[config.mk]
export PLATFORM = sky130hd
export DESIGN_NAME = keyboard_code_to_char_translator_unit
export DESIGN_NICKNAME = d
export VERILOG_FILES = /design/src/rtl/core/kbdtr_pkg.sv /design/src/rtl/core/kbdtr_xlate.sv /design/src/rtl/core/keyboard_code_to_char_translator_unit.sv
export SDC_FILE = /design/constraint.sdc
export NUM_CORES = 1
export LEC_CHECK = 0
export ABC_CLOCK_PERIOD_IN_PS = 3000
export CORE_MARGIN = 2
export CORE_UTILIZATION = 35
export CTS_CLUSTER_DIAMETER = 200
export DETAILED_ROUTE_END_ITERATION = 6
export DONT_BUFFER_PORTS = 1
export HOLD_SLACK_MARGIN = 0.05
export PLACE_DENSITY_LB_ADDON = 0.08
export SETUP_SLACK_MARGIN = 0.2
export SLEW_MARGIN = 0
export SYNTH_ARGS = -nofsm -noshare
export SYNTH_HDL_FRONTEND = slang
export SYNTH_HIERARCHICAL = 1
export SYNTH_SLANG_ARGS = --single-unit
[constraint.sdc]
create_clock -name clk -period 3 [get_ports clk]
set_clock_uncertainty 0.2 [all_clocks]
set_input_delay 0.3 -clock clk [delete_from_list [all_inputs] [get_ports clk]]
set_output_delay 0.3 -clock clk [all_outputs]
set_load 0.02 [all_outputs]
[src/rtl/core/kbdtr_pkg.sv]
// Shared widths, key codes and the German-layout character ROM for the
// keyboard code translator. No dependencies.
`timescale 1ns / 1ps

package kbdtr_pkg;

	localparam int CODE_W = 16;
	localparam int CHAR_W = 8;
	localparam int MOD_W  = 5;

	typedef logic [CODE_W-1:0] code_t;
	typedef logic [CHAR_W-1:0] char_t;
	typedef logic [MOD_W-1:0]  mod_t;

	// Positions of the modifier bits.
	localparam int MOD_LSHIFT = 0;
	localparam int MOD_RSHIFT = 1;
	localparam int MOD_LCTRL  = 2;
	localparam int MOD_LALT   = 3;
	localparam int MOD_RALT   = 4;

	// Modifier press codes; the release code is the same with bit 7 set.
	localparam code_t KEY_LSHIFT = 16'h002C;
	localparam code_t KEY_RSHIFT = 16'h0039;
	localparam code_t KEY_LCTRL  = 16'h003A;
	localparam code_t KEY_LALT   = 16'h003C;
	localparam code_t KEY_RALT   = 16'h003E;
	localparam code_t KEY_RELEASE = 16'h0080;

	// Special keys.
	localparam code_t KEY_ESC    = 16'h006E;
	localparam code_t KEY_INS    = 16'h004B;
	localparam code_t KEY_DEL    = 16'h004C;
	localparam code_t KEY_ARROW_LEFT  = 16'h004F;
	localparam code_t KEY_POS1   = 16'h0050;
	localparam code_t KEY_END    = 16'h0051;
	localparam code_t KEY_ARROW_UP    = 16'h0053;
	localparam code_t KEY_ARROW_DOWN  = 16'h0054;
	localparam code_t KEY_PGUP   = 16'h0055;
	localparam code_t KEY_PGDN   = 16'h0056;
	localparam code_t KEY_ARROW_RIGHT = 16'h0059;
	localparam code_t KEY_MOUSE_L = 16'h0400;
	localparam code_t KEY_MOUSE_R = 16'h0800;

	localparam char_t CH_ESC     = 8'h1B;
	localparam char_t CH_INS     = 8'h90;
	localparam char_t CH_DEL     = 8'h91;
	localparam char_t CH_LEFT    = 8'h92;
	localparam char_t CH_HOME    = 8'h93;
	localparam char_t CH_END     = 8'h94;
	localparam char_t CH_UP      = 8'h95;
	localparam char_t CH_DOWN    = 8'h96;
	localparam char_t CH_PGUP    = 8'h97;
	localparam char_t CH_PGDN    = 8'h98;
	localparam char_t CH_RIGHT   = 8'h99;
	localparam char_t CH_MOUSE_L = 8'h9E;
	localparam char_t CH_MOUSE_R = 8'h9F;
	localparam char_t CH_NONE    = 8'h00;

	// Lower half is the plain layer, upper half the shifted layer.
	localparam char_t ROM_DE [128] = '{
		8'h00, 8'h5E, 8'h31, 8'h32, 8'h33, 8'h34, 8'h35, 8'h36,
		8'h37, 8'h38, 8'h39, 8'h30, 8'hDF, 8'hB4, 8'h00, 8'h08,
		8'h09, 8'h71, 8'h77, 8'h65, 8'h72, 8'h74, 8'h7A, 8'h75,
		8'h69, 8'h6F, 8'h70, 8'hFC, 8'h2B, 8'h00, 8'h00, 8'h61,
		8'h73, 8'h64, 8'h66, 8'h67, 8'h68, 8'h6A, 8'h6B, 8'h6C,
		8'hF6, 8'hE4, 8'h23, 8'h0D, 8'h00, 8'h3C, 8'h79, 8'h78,
		8'h63, 8'h76, 8'h62, 8'h6E, 8'h6D, 8'h2C, 8'h2E, 8'h2D,
		8'h00, 8'h00, 8'h00, 8'h00, 8'h00, 8'h20, 8'h00, 8'h00,
		8'h00, 8'hB0, 8'h21, 8'h22, 8'hA7, 8'h24, 8'h25, 8'h26,
		8'h2F, 8'h28, 8'h29, 8'h3D, 8'h3F, 8'h60, 8'h00, 8'h08,
		8'h09, 8'h51, 8'h57, 8'h45, 8'h52, 8'h54, 8'h5A, 8'h55,
		8'h49, 8'h4F, 8'h50, 8'hDC, 8'h2A, 8'h00, 8'h00, 8'h41,
		8'h53, 8'h44, 8'h46, 8'h47, 8'h48, 8'h4A, 8'h4B, 8'h4C,
		8'hD6, 8'hC4, 8'h27, 8'h0D, 8'h00, 8'h3E, 8'h59, 8'h58,
		8'h43, 8'h56, 8'h42, 8'h4E, 8'h4D, 8'h3B, 8'h3A, 8'h5F,
		8'h00, 8'h00, 8'h00, 8'h00, 8'h00, 8'h20, 8'h00, 8'h00
	};

	// Symbols reached with alt held; all other keys give nothing.
	function automatic char_t alt_symbol(input logic [5:0] key);
		char_t c;
		case (key)
			6'h03: c = 8'hB2;
			6'h08: c = 8'h7B;
			6'h09: c = 8'h5B;
			6'h0A: c = 8'h5D;
			6'h0B: c = 8'h7D;
			6'h0C: c = 8'h5C;
			6'h1C: c = 8'h7E;
			6'h2D: c = 8'h7C;
			6'h34: c = 8'hB5;
			default: c = CH_NONE;
		endcase
		return c;
	endfunction

endpackage

[src/rtl/core/kbdtr_xlate.sv]
// Combinational translation of one key code under the current modifiers,
// giving the character and the updated modifier bits. Uses kbdtr_pkg.
`timescale 1ns / 1ps

module kbdtr_xlate (
	input  kbdtr_pkg::code_t code,
	input  kbdtr_pkg::mod_t  mods,
	output kbdtr_pkg::char_t char_o,
	output kbdtr_pkg::mod_t  mods_next
);

	kbdtr_pkg::char_t rom_c;
	kbdtr_pkg::char_t plain_c;
	logic             shift_held;
	logic             letter;

	assign shift_held = mods[kbdtr_pkg::MOD_LSHIFT] | mods[kbdtr_pkg::MOD_RSHIFT];
	assign rom_c      = kbdtr_pkg::ROM_DE[{shift_held, code[5:0]}];
	assign plain_c    = kbdtr_pkg::ROM_DE[{1'b0, code[5:0]}];
	assign letter     = (plain_c >= 8'h61) && (plain_c <= 8'h7A);

	always_comb begin
		char_o    = kbdtr_pkg::CH_NONE;
		mods_next = mods;
		case (code)
			kbdtr_pkg::KEY_LSHIFT: mods_next[kbdtr_pkg::MOD_LSHIFT] = 1'b1;
			kbdtr_pkg::KEY_LSHIFT | kbdtr_pkg::KEY_RELEASE:
				mods_next[kbdtr_pkg::MOD_LSHIFT] = 1'b0;
			kbdtr_pkg::KEY_RSHIFT: mods_next[kbdtr_pkg::MOD_RSHIFT] = 1'b1;
			kbdtr_pkg::KEY_RSHIFT | kbdtr_pkg::KEY_RELEASE:
				mods_next[kbdtr_pkg::MOD_RSHIFT] = 1'b0;
			kbdtr_pkg::KEY_LCTRL: mods_next[kbdtr_pkg::MOD_LCTRL] = 1'b1;
			kbdtr_pkg::KEY_LCTRL | kbdtr_pkg::KEY_RELEASE:
				mods_next[kbdtr_pkg::MOD_LCTRL] = 1'b0;
			kbdtr_pkg::KEY_LALT: mods_next[kbdtr_pkg::MOD_LALT] = 1'b1;
			kbdtr_pkg::KEY_LALT | kbdtr_pkg::KEY_RELEASE:
				mods_next[kbdtr_pkg::MOD_LALT] = 1'b0;
			kbdtr_pkg::KEY_RALT: mods_next[kbdtr_pkg::MOD_RALT] = 1'b1;
			kbdtr_pkg::KEY_RALT | kbdtr_pkg::KEY_RELEASE:
				mods_next[kbdtr_pkg::MOD_RALT] = 1'b0;
			kbdtr_pkg::KEY_ESC:         char_o = kbdtr_pkg::CH_ESC;
			kbdtr_pkg::KEY_INS:         char_o = kbdtr_pkg::CH_INS;
			kbdtr_pkg::KEY_DEL:         char_o = kbdtr_pkg::CH_DEL;
			kbdtr_pkg::KEY_ARROW_LEFT:  char_o = kbdtr_pkg::CH_LEFT;
			kbdtr_pkg::KEY_POS1:        char_o = kbdtr_pkg::CH_HOME;
			kbdtr_pkg::KEY_END:         char_o = kbdtr_pkg::CH_END;
			kbdtr_pkg::KEY_ARROW_UP:    char_o = kbdtr_pkg::CH_UP;
			kbdtr_pkg::KEY_ARROW_DOWN:  char_o = kbdtr_pkg::CH_DOWN;
			kbdtr_pkg::KEY_PGUP:        char_o = kbdtr_pkg::CH_PGUP;
			kbdtr_pkg::KEY_PGDN:        char_o = kbdtr_pkg::CH_PGDN;
			kbdtr_pkg::KEY_ARROW_RIGHT: char_o = kbdtr_pkg::CH_RIGHT;
			kbdtr_pkg::KEY_MOUSE_L:     char_o = kbdtr_pkg::CH_MOUSE_L;
			kbdtr_pkg::KEY_MOUSE_R:     char_o = kbdtr_pkg::CH_MOUSE_R;
			default: begin
				if (code[7]) begin
					char_o = kbdtr_pkg::CH_NONE;
				end else if (code[15:4] == 12'h007) begin
					// Function keys F1 upwards land at 0x80.
					char_o = {4'h8, code[3:0]};
				end else if (code[15:6] != 10'd0) begin
					char_o = kbdtr_pkg::CH_NONE;
				end else if (mods[kbdtr_pkg::MOD_LALT] | mods[kbdtr_pkg::MOD_RALT]) begin
					char_o = kbdtr_pkg::alt_symbol(code[5:0]);
				end else if (mods[kbdtr_pkg::MOD_LCTRL]) begin
					// Ctrl ignores shift and folds letters onto 1 to 26.
					char_o = letter ? plain_c - 8'h60 : plain_c;
				end else begin
					char_o = rom_c;
				end
			end
		endcase
	end

endmodule

[src/rtl/core/keyboard_code_to_char_translator_unit.sv]
// Top level of the keyboard code to character translator: input and
// result registers around kbdtr_xlate. Uses kbdtr_pkg.
`timescale 1ns / 1ps

// Usage
// key_code_in is taken with in_valid/in_stall; each item gives exactly one
// result item, char_out with the modifier bits after it, on out_valid/
// out_stall. A char_out of zero means the key produced no character.
// The item is first held in an input register, translated by a short
// table lookup, and written to the result register together with the
// modifier state. A result is offered once its item has passed the input
// register and reached the result register; one item is accepted every
// cycle while the output flows. When out_stall is high the result register
// holds; the input register then fills and in_stall rises in the same cycle
// that the input register cannot move on, so no item is lost or repeated.
// Reset clears both valid flags and the modifier state register; the block
// is ready for items in the first cycle after reset is released.

module keyboard_code_to_char_translator_unit (
	input  logic             clk,
	input  logic             arst_n,
	input  logic             in_valid,
	output logic             in_stall,
	input  kbdtr_pkg::code_t key_code_in,
	output logic             out_valid,
	input  logic             out_stall,
	output kbdtr_pkg::char_t char_out,
	output kbdtr_pkg::mod_t  modifiers
);

	logic             valid_s1;
	kbdtr_pkg::code_t code_s1;
	logic             valid_s2;
	kbdtr_pkg::char_t char_s2;
	kbdtr_pkg::mod_t  mods_s2;
	kbdtr_pkg::mod_t  mods_q;
	kbdtr_pkg::char_t char_c;
	kbdtr_pkg::mod_t  mods_c;
	logic             adv_s1;

	// The first stage moves on when the result register is empty or is
	// being emptied in this cycle.
	assign adv_s1   = valid_s1 && (!valid_s2 || !out_stall);
	assign in_stall = valid_s1 && !adv_s1;

	kbdtr_xlate u_xlate (
		.code      (code_s1),
		.mods      (mods_q),
		.char_o    (char_c),
		.mods_next (mods_c)
	);

	always_ff @(posedge clk or negedge arst_n) begin
		if (!arst_n) begin
			valid_s1 <= 1'b0;
			valid_s2 <= 1'b0;
			mods_q   <= '0;
		end else begin
			if (!in_stall) begin
				valid_s1 <= in_valid;
			end
			if (adv_s1) begin
				valid_s2 <= 1'b1;
				mods_q   <= mods_c;
			end else if (!out_stall) begin
				valid_s2 <= 1'b0;
			end
		end
	end

	always_ff @(posedge clk) begin
		if (!in_stall && in_valid) begin
			code_s1 <= key_code_in;
		end
		if (adv_s1) begin
			char_s2 <= char_c;
			mods_s2 <= mods_c;
		end
	end

	assign out_valid = valid_s2;
	assign char_out  = char_s2;
	assign modifiers = mods_s2;

endmodule
==> flow_metrics.tcl <==
set metrics [dict create \
    result_of_the_run "complete, no violations" \
    critical_path_peak_fanout 4 \
    period_share 0.903 \
    cp.required_ns 2.96 \
    grt_max_degree 36 \
    synthesis.yosys.warnings 6 \
    synth.yosys.seq_area_share 0.330 \
    final.hold.worst_slack_ns 0.124 \
    clk_pin_slew_ns 0.08 \
    data_arrival_time_of_the_critical_path_ns 2.67 \
    postSynth.topFlopCell "sky130_fd_sc_hd__edfxtp_1" \
    vdd_ir_drop_max_mv 0.207 \
    setup.worst_path.class "reg -> reg" \
    detail_route.first_pass.iterations 5 \
    cts.path.max_buffers 2 \
    worstSkewPairLatency_ns 0.29 \
    timing_max_transition_violations_final 0 \
    synth.avg_cell_area_um2 8.72 \
    fillerInstances 863 \
    regToRegSetupSlack_ns 0.29 \
    timing.setup.tns_ns 0 \
    route.detailed.wl_per_inst_um 20.2 \
    ios 35 \
    routed_via_density 6.10 \
    final_cell_mix "40 x sky130_fd_sc_hd__buf_4, 29 x sky130_fd_sc_hd__edfxtp_1, 29 x sky130_fd_sc_hd__nor2_1" \
    clock_tree_root_buffer_cell "sky130_fd_sc_hd__clkbuf_8" \
    synth.lib_cells_used.distinct 69 \
    numCtsBuffers 5 \
    timing.critical_path.to_type "flip-flop" \
    layout.cells.most_common "sky130_fd_sc_hd__buf_4" \
    dr_total_vias 3143 \
    antenna_diodes 0 \
    drt_first_iter_violations 311 \
    syn-num-nets 397 \
    tritoncts_clock_tree "built" \
    totalWireLength_mm 10.4 \
    drt_drc_violations_left 0 \
    setup_viol 0 \
    leakagePower_nw 1.49 \
    buffer_ports.inserted 0 \
    slew_at_the_pin_closest_to_its_max_slew_limit_ns 0.693 \
    report.power.total_w 0.00137 \
    mappedNetlistArea_um2 3170 \
    holdCritPathClass "in -> reg" \
    floorplan.die_area_um2 9820 \
    htreeDepth 2 \
    crit_path_start_kind "flip-flop" \
    grt_antenna_before_repair 0 \
    unrepaired_setup_endpoints_after_global_routing "no" \
    global_route.overflow_total 0 \
    initial_utilization 0.361 \
    wirelength_met1_mm 4.49 \
    synth-edff-count 29 \
    uppermost_signal_routing_layer_after_detailed_routing "met4" \
    final_report_hold_violation_count 0 \
    placeableCoreArea_um2 8760 \
    launch_point_of_the_critical_path "code_s1[0]$_DFFE_PP_" \
    capturing_instance_or_port_of_the_critical_path "char_out[7]$_DFFE_PP_" \
    r2r_end "char_out[7]$_DFFE_PP_" \
    async_reset_ff_frac 0.194 \
    placementRows 34 \
    grt_pass1_wl_mm 16.0 \
    clock_sink_count 36 \
    worst_r2r_startpoint "code_s1[0]$_DFFE_PP_" \
    die_height_um 99.1 \
    wl_met2_mm 4.71 \
    synth_cells 363 \
    cap_violations 0 \
    route.met3.wl_um 821 \
    slew-limit-headroom 0.534 \
    r2r.worst_path.cells 9 \
    die_width_um 99.1 \
    groute.usage.overall 0.208 \
    final_layout_size_suffix_gt1_frac 0.216 \
    final_antenna_net_count 0 \
    min_period_ns 2.71 \
    max_freq_ghz 0.369 \
    gpl.final_weighted_congestion 1.02 \
    synth_seq_cells 36 \
    nets 440 \
    power.density_cell_area_nw_per_um2 347 \
    first_global_vias 2949 \
    flow.area_growth_from_synthesis_pct 24.4 \
    detailedPlacementHpwl_mm 7.47 \
]
==> layer usage <==
layer  vias up  track usage
met3        37       0.0401
met5         -            0
met2       211        0.321
met4         0       0.0854
met1      1445        0.287
li1       1450            -
==> power breakdown <==
group / switching (W) / internal (W) / leakage [nW]
combinational: 0.000249 / 0.000172 / 1.07
clock: 0.000177 / 0.000162 / 0.0479
sequential: 0.0000342 / 0.000572 / 0.376
total: 0.000460 / 0.000906 / 1.49
==> worst max-delay path: stages (launching register included) <==
cell and delay [ns]:
sky130_fd_sc_hd__edfxtp_1 0.48, sky130_fd_sc_hd__buf_6 0.17, sky130_fd_sc_hd__ha_1 0.20, sky130_fd_sc_hd__and2b_2 0.25, sky130_fd_sc_hd__a22oi_1 0.10, sky130_fd_sc_hd__o211ai_2 0.27
sky130_fd_sc_hd__nor2_2 0.10, sky130_fd_sc_hd__o211a_1 0.28, sky130_fd_sc_hd__o41ai_2 0.37, sky130_fd_sc_hd__a21o_1 0.15
==> cell usage after synthesis (all sizes together) (2+ instances only) <==
library cell  instances  share of area
nor2b                 9          0.018
xnor2                 2         0.0055
dfrtp                 7          0.055
a21o                  7          0.017
o2111ai               3         0.0083
a21boi                3          0.011
and2b                 3         0.0071
a211oi               11          0.028
nor3                 12          0.019
inv                  14          0.017
buf                  22          0.042
o31ai                 6          0.017
a21oi                20          0.032
nand4bb               2         0.0071
nand4                 4         0.0079
o221ai                6          0.017
ha                   14          0.055
o21ai                29          0.046
nor4                  4          0.012
o22ai                 2         0.0040
nand2b               12          0.024
nand3b                7          0.017
nor3b                 2         0.0047
edfxtp               29           0.28
a221oi                4          0.013
nand2                27          0.033
nand3                12          0.019
a311oi                4          0.011
clkbuf                6         0.0075
a22oi                 2         0.0047
and3                  4         0.0079
o211ai                6          0.017
nor2                 32          0.040
mux2i                 5          0.016
and2                  4         0.0079
mux2                  5          0.018
o21a                  3         0.0071
nand4b                2         0.0055
a32oi                 2         0.0055
==> sequential cells by signal (all words and copies together) (netlist names) <==
| signal | count |
|---|---|
| char_out | 8 |
| code_s1 | 16 |
| modifiers | 5 |
| mods_q | 5 |
| out_valid | 1 |
| valid_s1 | 1 |
==> cells by family (layout without fill, tap and decap cells) <==
kind of cell	Yosys count	after routing	synth area share
and+or+nand+nor	139	139	0.237
AOI/OAI and AO/OA	119	119	0.269
buffers and inverters	42	86	0.0664
DFF	36	36	0.330
adders and majority gates	14	14	0.0553
muxes	10	10	0.0336
xor gates and xnor gates	3	3	0.00830
==> repair_timing <==
action | in CTS | in global routing
buffers inserted | 0 | 14
hold buffers | 20 | 0
endpoints found under the hold margin | 25 | 0
gates resized for setup | 6 | 23
endpoints found under the setup margin | 3 | 4
gates cloned | 0 | 0
pin swaps | 0 | 11
==> area by class of cell <==
| cell class | count | area [um2] | area share |
|---|---|---|---|
| Clock buffer | 5 | 68.8 | 0.0175 |
| Tap cell | 108 | 135 | 0.0343 |
| Inverter | 14 | 58.8 | 0.0149 |
| Multi-Input combinational cell | 285 | 2040 | 0.518 |
| Timing Repair Buffer | 64 | 572 | 0.145 |
| Clock inverter | 3 | 18.8 | 0.00476 |
| Sequential cell | 36 | 1050 | 0.266 |
==> through the flow <==
step,setup slack [ns],cells,utilization,area [um2]
global placement,0.0534,473,0.389,3410
global route,0.208,515,0.449,3940
detailed placement,0.0131,473,0.389,3410
finish,0.292,515,0.449,3940
floorplan,0.238,363,-,3170
CTS,0.201,501,0.426,3730
==> how the worst min path moves through the flow <==
stage / from / to / depth (start not counted)
finish: out_stall / modifiers[0]$_DFFE_PP_ / 1
global route: out_stall / modifiers[1]$_DFFE_PP_ / 1
CTS: out_stall / modifiers[0]$_DFFE_PP_ / 1
detailed placement: arst_n / mods_q[4]$_DFFE_PN0P_ / 0
global placement: arst_n / mods_q[4]$_DFFE_PN0P_ / 0
floorplan: arst_n / mods_q[0]$_DFFE_PN0P_ / 0
Note: power is estimated with default switching activity, not from simulation.
